===== config.mk =====
export PLATFORM = sky130hd
export DESIGN_NAME = tlc_addr_mod
export DESIGN_NICKNAME = d
export VERILOG_FILES = /design/src/rtl/core/tlc_pkg.sv /design/src/rtl/core/tlc_addr_mod.sv
export SDC_FILE = /design/constraint.sdc
export NUM_CORES = 1
export LEC_CHECK = 0
export ABC_AREA = 1
export ABC_CLOCK_PERIOD_IN_PS = 800
export BUFFER_PORTS_ARGS = -buffer_cell sky130_fd_sc_hd__clkbuf_2
export CORE_AREA = 2 2 39 41
export DETAILED_ROUTE_END_ITERATION = 6
export DIE_AREA = 0 0 41 43
export HOLD_SLACK_MARGIN = 0.03
export PLACE_DENSITY = 0.5
export SLEW_MARGIN = 25
export SYNTH_ARGS = -nofsm -noshare
export SYNTH_HDL_FRONTEND = slang
export SYNTH_SLANG_ARGS = --single-unit

===== constraint.sdc =====
create_clock -name i_clk -period 0.8 [get_ports i_clk]
set_input_delay 0.08 -clock i_clk [delete_from_list [all_inputs] [get_ports i_clk]]
set_output_delay 0.08 -clock i_clk [all_outputs]
set_load 0.02 [all_outputs]

===== src/rtl/core/tlc_pkg.sv =====
package tlc_pkg;

    localparam int ADDR_IN_BITS  = 10;
    localparam int VALUE_BITS    = 14;
    localparam int STATUS_BITS   = 3;
    localparam int COUNT_BITS    = 32;
    localparam int APB_DATA_BITS = 32;
    localparam int APB_ADDR_BITS = 3;

    // reciprocal scale for the address reduction: exact to one step below 2^ADDR_IN_BITS
    localparam int RECIP_SHIFT = 2 * ADDR_IN_BITS;

    localparam logic [COUNT_BITS-1:0] COUNT_MAX = '1;

    localparam logic [1:0] FUNC_LOAD = 2'd0;
    localparam logic [1:0] FUNC_READ = 2'd1;
    localparam logic [1:0] FUNC_EDIT = 2'd2;

    localparam logic [STATUS_BITS-1:0] STAT_HIT   = 3'd0;
    localparam logic [STATUS_BITS-1:0] STAT_MISS  = 3'd1;
    localparam logic [STATUS_BITS-1:0] STAT_EDIT  = 3'd2;
    localparam logic [STATUS_BITS-1:0] STAT_EMPTY = 3'd3;
    localparam logic [STATUS_BITS-1:0] STAT_LOAD  = 3'd4;

    // register index, taken from byte address bit 2
    localparam logic REG_REPLACE_MODE = 1'b0;

    typedef struct packed {
        logic [1:0]              func;
        logic [ADDR_IN_BITS-1:0] address;
        logic                    line_sel;
        logic                    word_sel;
        logic [VALUE_BITS-1:0]   value;
    } t_in_item;

    typedef struct packed {
        logic [STATUS_BITS-1:0] status;
        logic [VALUE_BITS-1:0]  read_word;
        logic                   line_used;
        logic [COUNT_BITS-1:0]  hits_so_far;
        logic [COUNT_BITS-1:0]  misses_so_far;
    } t_out_item;

    typedef struct packed {
        logic en;
        logic we;
    } t_mem_cmd;

endpackage


===== src/rtl/core/tlc_addr_mod.sv =====
module tlc_addr_mod #(
    parameter int MEM_WORDS = 1024,
    parameter int AW        = 10
) (
    input  logic                             i_clk,
    input  logic                             i_load,
    input  logic [tlc_pkg::ADDR_IN_BITS-1:0] i_addr,
    output logic [AW-1:0]                    o_addr
);
    import tlc_pkg::*;

    localparam int RECIP  = (1 << RECIP_SHIFT) / MEM_WORDS;
    localparam int PROD_W = ADDR_IN_BITS + RECIP_SHIFT;

    logic [PROD_W-1:0]       prod;
    logic [ADDR_IN_BITS-1:0] r_x;
    logic [ADDR_IN_BITS-1:0] r_q;
    logic [ADDR_IN_BITS-1:0] qm;
    logic [ADDR_IN_BITS-1:0] rem_raw;
    logic [ADDR_IN_BITS-1:0] rem_fix;

    // quotient estimate, low by at most one
    assign prod = PROD_W'(i_addr) * PROD_W'(RECIP);

    always_ff @(posedge i_clk) begin
        if (i_load) begin
            r_x <= i_addr;
            r_q <= prod[RECIP_SHIFT +: ADDR_IN_BITS];
        end
    end

    assign qm      = ADDR_IN_BITS'(32'(r_q) * MEM_WORDS);
    assign rem_raw = r_x - qm;
    assign rem_fix = (32'(rem_raw) >= MEM_WORDS) ? rem_raw - ADDR_IN_BITS'(MEM_WORDS) : rem_raw;
    assign o_addr  = AW'(rem_fix);

endmodule


**Yosys cells after proc, flatten, opt, wreduce, memory -nomap -nowiden**

Cells that the tools add are included.

- Logic and storage cells: 1
- Bits in registers: 10
- Memories: 0
- Input bits: 12
- Latch bits: 0
- Memory bits (writable): 0
- Memory bits (read-only): 0
- Output and inout port bits: 10

- Multipliers: 0
- Reductions and logical operators: 0
- Muxes and demuxes: 0
- Shift-type cells: 0
- Add/subtract/negate cells: 0
- Divide/modulo/power cells: 0
- Bitwise gates (word level): 0
- Order comparisons: 0
- Eq/ne operators: 0

**Longest topological paths before layout**

Gate-level depths: netlist (run 1).

- Word-level depth: 0
- Gate-level depth with buffers: 0
- Depth with buffers taken out: 0

**Worst setup path before layout (run 1)**

Ideal clock, no wire load.

- Path type: flip-flop to output port
- Start: register r_x[0]
- End: output o_addr[0]
- Slack: 0.271 ns
- Data required time: 0.720 ns
- Arrival time: 0.449 ns
- Stages on the path, launching flop included: 1
- Path buffers: 0
- Path through: edfxtp_1

RTL lines:

| what | line | RTL |
|---|---|---|
| from (decl) | tlc_addr_mod.sv:16 | `logic [ADDR_IN_BITS-1:0] r_x;` |
| from (signal assigned) | tlc_addr_mod.sv:27 | `r_x <= i_addr;` |
| to (decl) | tlc_addr_mod.sv:8 | `output logic [AW-1:0] o_addr` |

No word-level cell between the ends.

**Final worst setup path (run 1)**

- Start: register r_x[6]
- End: output o_addr[6]

No word-level cell between the ends.

==> reports/metrics.cfg, run 1 <==
[sta]
setup_slack_ns = -0.06908
setup_tns_ns = -0.5292
slew_violations = 0
fmax_ghz = 1.151
slew_headroom = 0.8433
tightest_slew_ns = 0.2351
rsz0062_at_grt = yes
setup_violations = 10
final_hold_viol_count = 0
post-route-min-period_ns = 0.8691
finalCritPeriodShare = 1.086

[status]
failed_checks = setup timing
run_status = finished, violations left

[logic_synthesis]
ys_ff_latch = 10
synth-simple-area-share = 0
yosysWarnings = 0
async_flop_share = 0
avgSynthCellArea_um2 = 30.03
synth_xor_area_frac = 0
yosysSeqAreaShare = 1.000
synth_top_area_share = 1.000
synth_most_common_cell = edfxtp_1
ys.flop_type = edfxtp_1
synthMuxAreaShare = 0
yosysTopAreaCell = edfxtp_1
synth-edff-count = 10
synth_top_cells_by_area = edfxtp_1
syn-instance-count = 10
synth_fa_ha_area_frac = 0
synth_cell_types = 1
synth_nets = 22
synth_area_um2 = 300.3
synthTopCellsByCount = edfxtp_1
synth-compound-area-share = 0

[place]
io_buffers = 21
gp_congestion = 0.5132
pre_cts_slack_ns = 0.1564

[finish]
diodes = 0
largest_register = r_x
reg.largest.list = r_x x10
largest_reg_flops = 10
nFillCells = 140
comb.multi_input.count = 0
nNetsFinal = 58
drive_gt1_frac = 0.5455
multiInputGateArea_um2 = 0
area_growth_pct = 92.92

[routing]
wl_per_cell_um = 10.00
drtIter0Drc = 0
viasPerCell = 3.700
ant_nets = 0
dr.pass1.iters = 1
drcViolationCount = 0
vias = 222
wl_um = 600

[die]
die_w_um = 41
rows = 14
die_area_um2 = 1763
die_height_um = 43
io_pins = 22
core_area_um2 = 1384
initial_core_util = 0.2170

[global_routing]
antenna_found_initial = 0
grt_pass1_vias = 275
grt_pass1_wl_um = 993
grt_max_degree = 11
overflow = 0
gr-usage-all-layers = 0.09305

[setup_path]
path_cells = buf_6
critical_path_buf_inv_count = 1
critical-path-slowest-cell = edfxtp_1
cp_slowest_stage_delay_ns = 0.39
worstPathArrival_ns = 0.79
critPathRequiredTime_ns = 0.72
crit_family = flip-flops
endpoint_kind = primary output
cp-start-kind = flop
worstSetupPathType = flop to primary output
crit_path_max_fanout = 1

[clock_tree]
htreeDepth = 1
cts_tree = yes
clockRootBuffer = clkbuf_4
numCtsBuffers = 3
clockBufferDepth = 2
clk_pin_slew_worst_paths_ns = 0.06
cts.sinks = 10

[flow_run]
drv_cap = 0

[power_and_ir_drop]
p_leak_uw = 0.0002491
peakVddDrop_v = 0.0009963
powerDensity_nw_per_um2 = 1972

[hold_path]
hold_class = primary input to flop

==> path summary, 6_finish.rpt <==
path / startpoint / endpoint / cells past startpoint
worst min-delay path: i_load / r_x[6] / 1
worst max-delay path: r_x[6] / o_addr[6] / 1
==> metrics by stage <==
stage	power (µW)	area, µm²	hold WS, ns	instances	utilization
2_1_floorplan	699.4	300.3	0.1789	10	-
3_3_place_gp	765.9	425.4	0.2572	47	0.3074
3_5_place_dp	771.2	425.4	0.2586	47	0.3074
4_1_cts	1140	548.0	0.2211	60	0.3960
5_1_grt	1214	579.3	0.2470	60	0.4186
6_report	1143	579.3	0.2190	60	0.4186
==> cell type report <==
type	instances	area, µm²	area share
clock buffer	3	22.52	0.03888
sequential	10	300.3	0.5184
tap	16	20.02	0.03456
timing repair buffer	31	236.5	0.4082
==> report_power, final <==
part / internal (µW) / switching, µW
clock: 173 / 149
sequential: 623 / 13.0
combinational: 98.9 / 86.3
==> layout by cell type, fill, tap and decap left out <==
cell,netlist,routed
clkbuf_2,0,11
dlygate4sd3_1,0,10
edfxtp_1,10,10
buf_6,0,5
buf_2,0,5
clkbuf_4,0,3
==> per-layer routing <==
metal,global-route usage,part of all wire,up-vias
li1,-,-,108
met1,0.06143,0.30,101
met2,0.1625,0.58,13
met3,0.03141,0.12,0
met4,0.1000,0,0
met5,0,0,-
==> kinds of logic (layout without fill, tap and decap cells) <==
kind of cell / after synthesis / after routing
DFF: 10 / 10
buffers and inverters: 0 / 34
==> what timing repair did <==
item / CTS / global route
endpoints found under the hold margin: 10 / 0
endpoints found under the setup margin: 10 / 10
buffers inserted: 0 / 0
gates resized for setup: 0 / 20
hold buffers: 10 / 0
No activity file was read; power rests on OpenSTA's default activity.
==> run 2: changes to the inputs <==
--- a/config.mk
+++ b/config.mk
@@ -6,13 +6,13 @@
 export NUM_CORES = 1
 export LEC_CHECK = 0
 export ABC_AREA = 1
-export ABC_CLOCK_PERIOD_IN_PS = 800
+export ABC_CLOCK_PERIOD_IN_PS = 950
 export BUFFER_PORTS_ARGS = -buffer_cell sky130_fd_sc_hd__clkbuf_2
 export CORE_AREA = 2 2 39 41
 export DETAILED_ROUTE_END_ITERATION = 6
 export DIE_AREA = 0 0 41 43
 export HOLD_SLACK_MARGIN = 0.03
-export PLACE_DENSITY = 0.5
+export PLACE_DENSITY = 0.48
 export SLEW_MARGIN = 25
 export SYNTH_ARGS = -nofsm -noshare
 export SYNTH_HDL_FRONTEND = slang
==> constraint.sdc (replaced) <==
create_clock -name i_clk -period 0.95 [get_ports i_clk]
set_input_delay 0.095 -clock i_clk [delete_from_list [all_inputs] [get_ports i_clk]]
set_output_delay 0.095 -clock i_clk [all_outputs]
set_load 0.02 [all_outputs]
==> run 2 against run 1 <==
  * Combinational power is 27% lower
  * Sequential power is 16% lower
  * Sequential share of layout area is 3.0 points higher
  * The flow now finishes without violations
  * Via count is 0.45% lower
  * Clock power is 20% lower
  * Non-clock buffer count stayed put
  * Largest cell class unchanged
  * Design area is 5.4% lower
  * Total power is 19% lower
==> reports/metrics.cfg, run 2 (synthesized netlist as in run 1, its figures left out) <==
[clock_tree]
clk_pin_slew_worst_paths_ns = 0.06  ; about the same
hold_buffers = 10  ; unchanged
clockRootBuffer = clkbuf_4
cts_setup_buffers = 0  ; unchanged
cts_tree = yes
numCtsBuffers = 3  ; unchanged
cts.sinks = 10  ; unchanged
cts_resized = 0  ; unchanged
htreeDepth = 1  ; unchanged
clockBufferDepth = 2  ; unchanged

[global_routing]
overflow = 0  ; unchanged
grt_pass1_wl_um = 924  ; -6.9%
gr-usage-all-layers = 0.08727  ; -0.005778
grt_max_degree = 11  ; unchanged
antenna_found_initial = 0  ; unchanged
grt_pass1_vias = 252  ; -8.4%

[finish]
layout_common_cells = clkbuf_2, dlygate4sd3_1, edfxtp_1, clkbuf_4
drive_gt1_frac = 0.5455  ; unchanged
area_growth_pct = 82.50
multiInputGateArea_um2 = 0  ; unchanged
fin_area_um2 = 548.0  ; -5.4%
mostFrequentLayoutCell = clkbuf_2
largest_register = r_x
comb.multi_input.count = 0  ; unchanged
nNetsFinal = 58  ; unchanged
nFillCells = 141  ; +0.71%
diodes = 0  ; unchanged
seq_area_um2 = 300.3  ; unchanged
fin_cells = 60  ; unchanged
largest_reg_flops = 10  ; unchanged
reg.largest.list = r_x x10

[hold_path]
hp-start = i_load
hold_end = r_x[9]
hold_class = primary input to flop
hold_depth = 1  ; unchanged

[place]
postPlaceCellArea_um2 = 425.4  ; unchanged
dp.cells = 47  ; unchanged
io_buffers = 21  ; unchanged
pre_cts_slack_ns = 0.2900  ; +0.1337 ns
gp_congestion = 0.6180  ; +20%

[die]
rows = 14  ; unchanged
die_w_um = 41  ; unchanged
core_area_um2 = 1384  ; unchanged
die_height_um = 43  ; unchanged
die_area_um2 = 1763  ; unchanged
io_pins = 22  ; unchanged
initial_core_util = 0.2170  ; unchanged

[sta]
rsz0062_at_grt = no
final_hold_viol_count = 0  ; unchanged
tightest_slew_ns = 0.2458  ; +0.01078 ns
post-route-min-period_ns = 0.8723
slew_violations = 0  ; unchanged
slew_headroom = 0.8361  ; -0.007188
finalCritPeriodShare = 0.9182
setup_slack_ns = 0.07770  ; +0.1468 ns
fmax_ghz = 1.146
setup_violations = 0  ; -10
setup_tns_ns = 0  ; +0.5292 ns

[setup_path]
worstSetupPathType = flop to primary output
crit_family = flip-flops
path_cells = clkbuf_2
critical_path_buf_inv_count = 1  ; unchanged
cp_slowest_stage_delay_ns = 0.36  ; -0.03 ns
critical-path-slowest-cell = edfxtp_1
crit_path_max_fanout = 1  ; unchanged
cp-start-kind = flop
critPathRequiredTime_ns = 0.85  ; +0.13 ns
endpoint_kind = primary output
worstPathArrival_ns = 0.78  ; about the same

[routing]
wl_um = 534  ; -11%
dr.pass1.iters = 1  ; unchanged
viasPerCell = 3.683  ; -0.45%
ant_nets = 0  ; unchanged
drtIter0Drc = 0  ; unchanged
vias = 221  ; -0.45%
drcViolationCount = 0  ; unchanged
wl_per_cell_um = 8.900  ; -11%

[flow_run]
drv_cap = 0  ; unchanged

[power_and_ir_drop]
finalPower_uw = 925.0  ; -19%
peakVddDrop_v = 0.0005619  ; -44%
p_leak_uw = 0.0002407  ; -3.4%
powerDensity_nw_per_um2 = 1688  ; -14%

[status]
run_status = finished clean

[run 2: cell types whose count changed in the layout (fill, tap and decap cells not counted), sizes merged]
cell and delta:
buf -10, clkbuf +10
[run 2: cell type report]
| class | count | share of cell area |
|---|---|---|
| clock buffers | 3 | 0.04110 |
| flip-flops and latches | 10 | 0.5479 |
| well taps | 16 | 0.03653 |
| repair buffers | 31 | 0.3744 |
[run 2: metrics by stage]
| stage | util | hold slack, ns |
|---|---|---|
| floorplan | - | 0.1939 |
| global placement | 0.3074 | 0.2714 |
| global route | 0.3960 | 0.2580 |
| CTS | 0.3960 | 0.2370 |
| detailed placement | 0.3074 | 0.2736 |
| finish | 0.3960 | 0.2464 |
[run 2: worst max-delay path by stage]
stage	from	endpoint	slack, ns	depth (start not counted)
floorplan	r_x[0]	o_addr[0]	0.41	0
global placement	i_load	r_x[8]	0.30	1
detailed placement	i_load	r_x[3]	0.29	1
CTS	r_x[3]	o_addr[3]	0.05	1
global route	r_x[0]	o_addr[0]	0.04	1
finish	r_x[3]	o_addr[3]	0.08	1
[run 2: routing by layer]
metal | track usage | up-vias | wire length (µm)
li1 | - | 110 | -
met1 | 0.07958 | 97 | 173
met2 | 0.1281 | 12 | 283
met3 | 0.01571 | 2 | 57
met4 | 0.1200 | 0 | 19
met5 | 0 | - | 0
[run 2: power breakdown]
| group | total, µW | switching, µW | internal, µW | leakage (µW) |
|---|---|---|---|---|
| combinational | 135 | 71.5 | 63.4 | 0.000129 |
| sequential | 532 | 7.26 | 525 | 0.0000979 |
| clock | 258 | 114 | 144 | 0.0000138 |
