==> config.mk <==
export PLATFORM = sky130hd
export DESIGN_NAME = tlc_ctrl
export DESIGN_NICKNAME = d
export VERILOG_FILES = /design/src/rtl/core/tlc_pkg.sv /design/src/rtl/core/tlc_ctrl.sv
export SDC_FILE = /design/constraint.sdc
export NUM_CORES = 1
export LEC_CHECK = 0
export BUFFER_PORTS_ARGS = -buffer_cell sky130_fd_sc_hd__buf_4
export CORE_ASPECT_RATIO = 1.4
export CORE_UTILIZATION = 52
export CTS_CLUSTER_DIAMETER = 50
export DETAILED_ROUTE_END_ITERATION = 8
export GPL_TIMING_DRIVEN = 0
export PLACE_DENSITY = 0.76
export SLEW_MARGIN = 20
export SYNTH_ARGS = -nofsm -noshare
export SYNTH_HDL_FRONTEND = slang
export SYNTH_SLANG_ARGS = --single-unit
==> constraint.sdc <==
create_clock -name i_clk -period 7.9 [get_ports i_clk]
set_input_delay 0.395 -clock i_clk [delete_from_list [all_inputs] [get_ports i_clk]]
set_output_delay 0.395 -clock i_clk [all_outputs]
set_load 0.05 [all_outputs]
==> src/rtl/core/tlc_pkg.sv <==
package tlc_pkg;

    localparam int ADDR_IN_BITS  = 10;
    localparam int VALUE_BITS    = 14;
    localparam int STATUS_BITS   = 3;
    localparam int COUNT_BITS    = 32;
    localparam int APB_DATA_BITS = 32;
    localparam int APB_ADDR_BITS = 3;

    // reciprocal scale for the address reduction: exact to one step below 2^ADDR_IN_BITS
    localparam int RECIP_SHIFT = 2 * ADDR_IN_BITS;

    localparam logic [COUNT_BITS-1:0] COUNT_MAX = '1;

    localparam logic [1:0] FUNC_LOAD = 2'd0;
    localparam logic [1:0] FUNC_READ = 2'd1;
    localparam logic [1:0] FUNC_EDIT = 2'd2;

    localparam logic [STATUS_BITS-1:0] STAT_HIT   = 3'd0;
    localparam logic [STATUS_BITS-1:0] STAT_MISS  = 3'd1;
    localparam logic [STATUS_BITS-1:0] STAT_EDIT  = 3'd2;
    localparam logic [STATUS_BITS-1:0] STAT_EMPTY = 3'd3;
    localparam logic [STATUS_BITS-1:0] STAT_LOAD  = 3'd4;

    // register index, taken from byte address bit 2
    localparam logic REG_REPLACE_MODE = 1'b0;

    typedef struct packed {
        logic [1:0]              func;
        logic [ADDR_IN_BITS-1:0] address;
        logic                    line_sel;
        logic                    word_sel;
        logic [VALUE_BITS-1:0]   value;
    } t_in_item;

    typedef struct packed {
        logic [STATUS_BITS-1:0] status;
        logic [VALUE_BITS-1:0]  read_word;
        logic                   line_used;
        logic [COUNT_BITS-1:0]  hits_so_far;
        logic [COUNT_BITS-1:0]  misses_so_far;
    } t_out_item;

    typedef struct packed {
        logic en;
        logic we;
    } t_mem_cmd;

endpackage

==> src/rtl/core/tlc_ctrl.sv <==
module tlc_ctrl #(
    parameter int MEM_WORDS = 1024,
    parameter int DATA_BITS = 14,
    parameter int AW        = 10
) (
    input  logic                 i_clk,
    input  logic                 i_rst_n,
    input  logic                 i_replace_mode,
    input  logic                 i_in_valid,
    output logic                 o_in_stall,
    input  tlc_pkg::t_in_item    i_in_data,
    input  logic [AW-1:0]        i_addr,
    output logic                 o_out_valid,
    input  logic                 i_out_stall,
    output tlc_pkg::t_out_item   o_out_data,
    output tlc_pkg::t_mem_cmd    o_mem_cmd,
    output logic [AW-1:0]        o_mem_addr,
    output logic [DATA_BITS-1:0] o_mem_wdata,
    input  logic [DATA_BITS-1:0] i_mem_rdata
);
    import tlc_pkg::*;

    localparam int BW = AW - 1;
    localparam int IW = AW + 1;

    typedef enum logic [1:0] {
        S_IDLE,
        S_EXEC,
        S_FILL0,
        S_FILL1
    } t_state;

    t_state                 r_state;
    t_in_item               r_req;
    logic [1:0]             r_valid;
    logic [BW-1:0]          r_block [2];
    logic [DATA_BITS-1:0]   r_even  [2];
    logic [DATA_BITS-1:0]   r_odd   [2];
    logic                   r_newest;
    logic                   r_victim;
    logic [DATA_BITS-1:0]   r_fill_even;
    logic [COUNT_BITS-1:0]  r_hits;
    logic [COUNT_BITS-1:0]  r_misses;
    logic                   r_out_valid;
    t_out_item              r_out;

    logic [COUNT_BITS-1:0]  n_hits;
    logic [COUNT_BITS-1:0]  n_misses;
    logic                   out_free;
    logic                   out_load;
    logic [BW-1:0]          blk;
    logic                   odd_word;
    logic                   hit0;
    logic                   hit1;
    logic                   hit;
    logic                   hit_line;
    logic [DATA_BITS-1:0]   hit_word;
    logic                   victim;
    logic [BW-1:0]          edit_blk;
    logic [AW-1:0]          edit_idx;
    logic                   edit_ok;

    // odd partner of the last even word wraps to word zero
    function automatic logic [AW-1:0] odd_index(input logic [BW-1:0] b);
        logic [IW-1:0]  idx;
        logic [AW-1:0]  res;
        idx = {1'b0, b, 1'b1};
        if (idx >= IW'(MEM_WORDS)) begin
            res = '0;
        end else begin
            res = idx[AW-1:0];
        end
        return res;
    endfunction

    assign out_free = !r_out_valid || !i_out_stall;
    assign blk      = i_addr[AW-1:1];
    assign odd_word = i_addr[0];

    assign hit0     = r_valid[0] && (r_block[0] == blk);
    assign hit1     = r_valid[1] && (r_block[1] == blk);
    assign hit      = hit0 || hit1;
    assign hit_line = !hit0;
    assign hit_word = odd_word ? r_odd[hit_line] : r_even[hit_line];

    // first empty line, else the one other than r_newest: not filled last in FIFO mode, not touched last in LRU mode
    assign victim = !r_valid[0] ? 1'b0 : (!r_valid[1] ? 1'b1 : !r_newest);

    assign edit_blk = r_block[r_req.line_sel];
    assign edit_idx = r_req.word_sel ? odd_index(edit_blk) : {edit_blk, 1'b0};
    assign edit_ok  = r_valid[r_req.line_sel];

    assign n_hits   = (r_hits == COUNT_MAX) ? r_hits : r_hits + 1'b1;
    assign n_misses = (r_misses == COUNT_MAX) ? r_misses : r_misses + 1'b1;

    // a result enters the output register this cycle
    assign out_load = out_free &&
                      ((r_state == S_FILL1) ||
                       (r_state == S_EXEC && (r_req.func == FUNC_LOAD ||
                                              r_req.func == FUNC_EDIT ||
                                              (r_req.func == FUNC_READ && hit))));

    always_comb begin
        o_mem_cmd   = '0;
        o_mem_addr  = i_addr;
        o_mem_wdata = DATA_BITS'(r_req.value);
        unique case (r_state)
            S_EXEC: begin
                if (r_req.func == FUNC_LOAD && out_free) begin
                    o_mem_cmd.en = 1'b1;
                    o_mem_cmd.we = 1'b1;
                end else if (r_req.func == FUNC_READ && !hit) begin
                    o_mem_cmd.en = 1'b1;
                    o_mem_addr   = {blk, 1'b0};
                end else if (r_req.func == FUNC_EDIT && out_free && edit_ok) begin
                    o_mem_cmd.en = 1'b1;
                    o_mem_cmd.we = 1'b1;
                    o_mem_addr   = edit_idx;
                end
            end
            S_FILL0: begin
                o_mem_cmd.en = 1'b1;
                o_mem_addr   = odd_index(blk);
            end
            default: ;
        endcase
    end

    always_ff @(posedge i_clk) begin
        if (!i_rst_n) begin
            r_state     <= S_IDLE;
            r_valid     <= '0;
            r_newest    <= 1'b0;
            r_hits      <= '0;
            r_misses    <= '0;
            r_out_valid <= 1'b0;
        end else begin
            if (out_load) begin
                r_out_valid <= 1'b1;
            end else if (!i_out_stall) begin
                r_out_valid <= 1'b0;
            end
            unique case (r_state)
                S_IDLE: begin
                    if (i_in_valid) begin
                        r_req   <= i_in_data;
                        r_state <= S_EXEC;
                    end
                end
                S_EXEC: begin
                    unique case (r_req.func)
                        FUNC_LOAD: begin
                            if (out_free) begin
                                r_out   <= '{STAT_LOAD, '0, 1'b0, r_hits, r_misses};
                                r_state <= S_IDLE;
                            end
                        end
                        FUNC_READ: begin
                            if (!hit) begin
                                r_victim <= victim;
                                r_state  <= S_FILL0;
                            end else if (out_free) begin
                                r_hits <= n_hits;
                                if (i_replace_mode) begin
                                    r_newest <= hit_line;
                                end
                                r_out <= '{STAT_HIT, VALUE_BITS'(hit_word), hit_line,
                                           n_hits, r_misses};
                                r_state <= S_IDLE;
                            end
                        end
                        FUNC_EDIT: begin
                            if (out_free) begin
                                if (edit_ok) begin
                                    if (r_req.word_sel) begin
                                        r_odd[r_req.line_sel] <= DATA_BITS'(r_req.value);
                                    end else begin
                                        r_even[r_req.line_sel] <= DATA_BITS'(r_req.value);
                                    end
                                    r_out <= '{STAT_EDIT, '0, r_req.line_sel, r_hits, r_misses};
                                end else begin
                                    r_out <= '{STAT_EMPTY, '0, r_req.line_sel, r_hits, r_misses};
                                end
                                r_state <= S_IDLE;
                            end
                        end
                        default: begin
                            // drop the unused code without a result
                            r_state <= S_IDLE;
                        end
                    endcase
                end
                S_FILL0: begin
                    r_fill_even <= i_mem_rdata;
                    r_state     <= S_FILL1;
                end
                S_FILL1: begin
                    if (out_free) begin
                        r_valid[r_victim] <= 1'b1;
                        r_block[r_victim] <= blk;
                        r_even[r_victim]  <= r_fill_even;
                        r_odd[r_victim]   <= i_mem_rdata;
                        r_newest          <= r_victim;
                        r_misses          <= n_misses;
                        r_out <= '{STAT_MISS,
                                   VALUE_BITS'(odd_word ? i_mem_rdata : r_fill_even),
                                   r_victim, r_hits, n_misses};
                        r_state <= S_IDLE;
                    end
                end
                default: r_state <= S_IDLE;
            endcase
        end
    end

    assign o_in_stall  = (r_state != S_IDLE);
    assign o_out_valid = r_out_valid;
    assign o_out_data  = r_out;

endmodule

After elaboration in Yosys (flattened, before gate mapping)
Memories as Yosys holds them, arrays and structs flattened. A register that Yosys moved wholly into a read port is not among the register bits.
Cells that the tools add are included.
W data, S select, Z words.

operators by class
  bitwise logic cells = 2
  $lt $le $gt $ge = 3
  reduce and logical (&&, ||, !) cells = 34
  add/sub/neg operators = 2
  $mul = 0
  equality and inequality tests = 21
  div/mod/pow operators = 0
  shift-type cells = 0
  mux-type cells = 66

operator list
  kind                     count
  $mux W82                 5
  $pmux W82 S3             1
  $pmux W82 S2             1
  $mux W80                 1
  $add A32 B1 Y32 const B  2
  $eq A32 B32 Y1 const B   2
  $mux W32                 2
  $mux W14                 4
  $mux W1                  38
  $mux W10                 3
  $reduce_or A14 Y1        2
  $pmux W10 S2             1
  $eq A9 B9 Y1             2
  $ne A3 B3 Y1 const B     4
  $logic_and A1 B1 Y1      10
  $mux W2                  5
  $ne A2 B2 Y1 const B     5
  $pmux W2 S4              1
  $reduce_and A4 Y1        2
  $reduce_and A8 Y1        1
  $eq A2 B2 Y1 const B     3
  $reduce_and A6 Y1        1
  $logic_not A1 Y1         5
  $logic_or A1 B1 Y1       5
  15 further kinds         22

word-level totals
  memory bits (writable) = 74
  word-level logic and storage cells = 148
  bits of input ports = 57
  output and inout port bits = 110
  memories kept = 3
  bits in latches = 0
  flip-flop bits (word level) = 185
  bits in read-only memories = 0

memories
  memory   words  bits a word  rd ports  clocked after Yosys merged registers in  wr ports  RTL line        source
  r_even   2      14           1         0                                        1         tlc_ctrl.sv:37  logic [DATA_BITS-1:0] r_even [2];
  r_odd    2      14           1         0                                        1         tlc_ctrl.sv:38  logic [DATA_BITS-1:0] r_odd [2];
  r_block  2      9            3         1                                        1         tlc_ctrl.sv:36  logic [BW-1:0] r_block [2];

Longest topological paths before layout
An unclocked memory read counts as a cell.

  depth after elaboration = 10
  depth in mapped cells = 10
  gate-level depth less buffers = 8

Least setup slack after synthesis
No wires, ideal clock.

  path kind = input port to flip-flop
  from = input i_addr[1]
  to = register r_out (netlist bit o_out_data[0]) (enable)
  setup slack = 0 ps
  path buffers = 0
  cell stages on the path = 6
  required time = 7260 ps
  arrival time = 7260 ps
  setup time = 640 ps
  cell sequence = xnor2_1 -> nand4_1 -> nor3_1 -> nor3_1 -> o22ai_1 -> nor3b_1

on the way
  cells in the longest elaborated chain, start to end = 5
  elaborated cells between the ends (all ways) = 7
  classes of those cells = eq/ne (3); reduce/logical (4)

ends and longest elaborated chain
  element                                        RTL line                        source
  start, declared                                tlc_ctrl.sv:12                  input logic [AW-1:0] i_addr,
  $eq A9 B9 Y1, on equally long branches         tlc_ctrl.sv:80, tlc_ctrl.sv:81
  $logic_and A1 B1 Y1, on equally long branches  tlc_ctrl.sv:80, tlc_ctrl.sv:81
  $logic_or A1 B1 Y1 (*)                         tlc_ctrl.sv:82                  assign hit = hit0 || hit1;
  $ne A3 B3 Y1 (no line) (*)                     n/a
  $reduce_and A8 Y1 (no line) (*)                n/a
  end signal, assigned                           tlc_ctrl.sv:154                 r_out <= '{STAT_LOAD, '0, 1'b0, r_hits, r_misses};
  end signal, assigned                           tlc_ctrl.sv:167                 r_out <= '{STAT_HIT, VALUE_BITS'(hit_word), hit_line,
  end signal, assigned                           tlc_ctrl.sv:180                 r_out <= '{STAT_EDIT, '0, r_req.line_sel, r_hits, r_misses};
  end, declared                                  tlc_ctrl.sv:45                  t_out_item r_out;

Mark *: on every way between the ends. The rest lies on a longest branch, timed or not.
A chain may end at the register's enable or synchronous reset.

Worst setup path in the final report
  from = register r_state[1]
  to = memory r_odd[0][7] (enable)

on the way
  cells in the longest elaborated chain, start to end = 6
  elaborated cells between the ends (all ways) = 11
  classes of those cells = eq/ne (2); mux (8); reduce/logical (1)

ends and longest elaborated chain
  element                        RTL line         source
  start, declared                tlc_ctrl.sv:33   t_state r_state;
  start signal, assigned         tlc_ctrl.sv:131  r_state <= S_IDLE;
  start signal, assigned         tlc_ctrl.sv:147  r_state <= S_EXEC;
  start signal, assigned         tlc_ctrl.sv:155  r_state <= S_IDLE;
  $eq A2 B2 Y1                   tlc_ctrl.sv:143  unique case (r_state)
  $mux W1                        tlc_ctrl.sv:143
  $mux W1                        tlc_ctrl.sv:130  if (!i_rst_n) begin
  $mux W1 (implied by the code)  tlc_ctrl.sv:202  r_odd[r_victim] <= i_mem_rdata;
  $reduce_or A14 Y1 (no line)    n/a
  $mux W1 (no line)              n/a
  end, declared                  tlc_ctrl.sv:38

Parallel ways exist; a longest one is shown, timed or not.

==> reports/metrics.csv <==
stage,metric,value,unit
outcome,outcome,"finished, final reports clean",
die,row_count,66,
logic_synthesis,syn_area_per_cell,11.09,um2
clock_network,cts_buffers,26,
power_and_ir_drop,power_density,199.7,nW/um2
clock_network,insertion_delay,0.53,ns
logic_synthesis,ys.flop_type,edfxtp_1,
placed_design,placed_area,14090,um2
die,die_area,24530,um2
clock_network,cts_tree,yes,
logic_synthesis,yosysUniqueCellTypes,70,
logic_synthesis,synthesis.area,12430,um2
sta,finalSetupTns,0,ns
logic_synthesis,netlist_instances,1120,
setup_path,crit_chain,ha_1 -> buf_2 -> inv_1 -> a21oi_1 -> nand2_1 -> a21oi_1 -> nor3b_2 -> buf_4,
routing,routedWlPerCell,18.27,um
power_and_ir_drop,ir_drop,0.1851,mV
placed_design,port-buffer-count,155,
sta,period_share,49.01,%
flow_run,drv_cap,0,
routing,antenna_left,0,
grt,grt_pass1_wl,46890,um
setup_path,worst_setup_path_end_kind,register,
setup_path,ff2ff_path_depth,8,
sta,layout_setup_ws,4.028,ns
logic_synthesis,synth_top_area_cell,edfxtp_1,
worst_hold_path,min_path_cells,1,
sta,holdWs,0.04125,ns
routing,wl,29890,um
placed_design,gp_congestion,0.8866,
logic_synthesis,synth_edf_count,189,
clock_network,htreeDepth,1,
setup_path,timing.rr.start,r_state[1],
placed_design,hpwlAfterDp,20800,um
die,initial_utilization,53.17,%
sta,fmax,0.2583,GHz
sta,rsz0062_at_grt,false,
setup_path,cp-start-kind,register,
grt,grt_max_degree,20,
layout,fillers,1810,
grt,grt.overflow.total,0,
setup_path,cpMaxStageDelayCell,a21oi_1,
clock_network,path_clk_slew,0.06,ns
routing,drc,0,
clock_network,post_cts_resized,0,
sta,worstMarginPinSlew,1.058,ns
sta,finalHoldViolations,0,
setup_path,crit_top_cell,a21oi_1,
sta,slew_headroom,29.47,%
clock_network,root_buffer,clkbuf_16,
sta,fin_crit,3.872,ns
grt,grt_usage,24.23,%
power_and_ir_drop,fin_total_pwr,2997,uW
die,core,23370,um2
clock_network,cts_setup_buffers,0,
sta,setup_viol,0,
logic_synthesis,synth_nets,1188,
layout,antennaDiodeCount,0,
clock_network,cts.hold.buffers_added,0,
logic_synthesis,synthTopCellsByArea,"edfxtp_1 (46%), dfxtp_1 (11%), nand2_1 (4.9%)",
sta,fin_skew,0.01167,ns
layout,drive_above_1_share,21.80,%
sta,maxSlewViolCount,0,
layout,fin_area,15000,um2
worst_hold_path,min_from,i_in_data[1],
setup_path,slowest_delay,0.75,ns
layout,area_growth,20.75,%
clock_network,cts.sinks,260,
grt,grt_pass1_vias,9132,
routing,vias,9573,
routing,drt_first_pass_iters,5,
setup_path,timing.rr.end,r_odd[0][7],
setup_path,cp_data_arrival_time,4.10,ns
setup_path,worstPathMaxFanout,9,
logic_synthesis,ys_warn_count,0,
layout,fin_nets,1378,
logic_synthesis,synthArstFlopShare,0,%
power_and_ir_drop,leakage,0.005257,uW
setup_path,cp.required,8.13,ns
clock_network,clockBufferDepth,3,
logic_synthesis,synth_sequential_area_ratio,57.11,%
worst_hold_path,whs_endpoint,o_mem_wdata[1],
routing,initialDrtViolationCount,754,
grt,antenna_found_initial,0,
die,chipHeight,184.9,um
worst_hold_path,worst_hold_path_type,primary input to register,
placed_design,pre_cts_ws,4.078,ns
logic_synthesis,yosysTopAreaCellShare,45.68,%
setup_path,r2r_slack,4.03,ns
routing,viasPerCell,5.851,
die,die_w,132.6,um
setup_path,crit_type,register to register,
logic_synthesis,synth_seq_cells,260,
die,io_pins,167,
[worst max path at each step]
stage	start	to	slack, ns	depth (start not counted)
4_1_cts	r_state[1]	r_odd[0][7]	4.05	8
3_3_place_gp	i_addr[1]	o_out_data[11]	0.90	7
5_1_grt	r_state[1]	r_odd[0][8]	3.81	8
2_1_floorplan	i_addr[1]	o_out_data[0]	2.93	6
3_5_place_dp	r_state[1]	r_odd[0][8]	4.08	8
6_report	r_state[1]	r_odd[0][7]	4.03	8
[worst max-delay path: cells and delay by family, from the launching register on]
family,cells,cell delay [ns]
buf+inv,3,0.75
fa+ha+maj,1,0.17
compound gates,2,1.16
simple gates,2,1.07
flops,1,0.42
[layer usage]
layer | part of all wire [%] | wire length (um) | global-route usage, %
met1 | 39 | 11660 | 29.34
met2 | 51 | 15280 | 43.18
met3 | 6.5 | 1936 | 3.695
met4 | 3.4 | 1010 | 9.793
met5 | 0 | 0 | 0
[where the power goes]
group / internal, uW / leakage, uW / total (uW) / switching (uW)
clock: 766 / 0.000450 / 1290 / 527
combinational: 72.5 / 0.00250 / 222 / 149
sequential: 1470 / 0.00231 / 1480 / 7.08
total: 2310 / 0.00526 / 3000 / 684
[synth_stat cells (3+ instances only)]
cell type / instances
buf_4: 19
a211o_1: 4
nand2b_1: 4
or3_1: 40
nor4_1: 4
a41oi_1: 3
inv_1: 13
xor2_1: 6
mux2i_1: 42
nand2_1: 162
ha_1: 11
buf_2: 13
o2bb2ai_1: 9
and2_2: 3
o221ai_1: 16
a31oi_1: 28
and3_1: 14
or4_1: 5
xnor2_1: 67
nand3_1: 37
edfxtp_1: 189
a21oi_1: 52
nand4_1: 16
o31ai_1: 20
and2_1: 15
o21ai_0: 59
o211ai_1: 3
nand3b_1: 3
buf_6: 4
clkbuf_1: 40
mux2_2: 17
dfxtp_1: 71
nor3_1: 20
and4_1: 7
nor3b_1: 10
nor2_1: 54
[cell type report]
type | count | area, um2 | share of cell area, %
flip-flops and latches | 260 | 7097 | 47.30
multi-input cells | 769 | 4896 | 32.63
repair buffers | 162 | 1255 | 8.364
clock buffers | 31 | 732.0 | 4.878
plain buffers | 77 | 406.6 | 2.710
well taps | 306 | 382.9 | 2.552
clock inverters | 17 | 182.7 | 1.217
inverters | 14 | 52.55 | 0.3502
[layout by cell type (no fill, tap or decap), drive strengths merged, types with 10 or more instances in the layout]
cell and instances:
a21oi 52, a31oi 30, and2 18, and3 16
and4 10, buf 199, clkbuf 71, dfxtp 71
edfxtp 189, ha 11, inv 17, mux2 17
mux2i 42, nand2 162, nand3 38, nand4 18
nor2 55, nor3 21, nor3b 10, o21ai 59
o221ai 16, o31ai 20, or3 41, xnor2 67
[state kept, by name, summed over array words and instances (netlist names), named ones only]
| signal | count |
|---|---|
| r_hits | 32 |
| o_mem_wdata | 14 |
| r_victim | 1 |
| r_fill_even | 14 |
| r_odd | 28 |
| r_block | 18 |
| r_req | 4 |
| r_valid | 2 |
| r_state | 2 |
| o_out_valid | 1 |
| r_even | 28 |
| r_newest | 1 |
| r_misses | 32 |
| o_out_data | 82 |
[cell families (layout without fill, tap and decap cells)]
| logic type | Yosys count | after routing | share of synthesized area [%] |
|---|---|---|---|
| buffers and inverters | 91 | 301 | 3.695 |
| and+or+nand+nor | 414 | 414 | 17.02 |
| AOI/OAI and AO/OA | 212 | 212 | 11.00 |
| muxes | 59 | 59 | 4.924 |
| xor gates and xnor gates | 73 | 73 | 5.145 |
| DFF | 260 | 260 | 57.11 |
| adders and majority gates | 11 | 11 | 1.108 |
[through the flow]
| step | util [%] | cells |
|---|---|---|
| floorplan | - | 1120 |
| global placement | 59.81 | 1581 |
| detailed placement | 60.29 | 1588 |
| CTS | 64.20 | 1636 |
| global route | 64.20 | 1636 |
| finish | 64.20 | 1636 |
(Power assumes the default switching activity.)
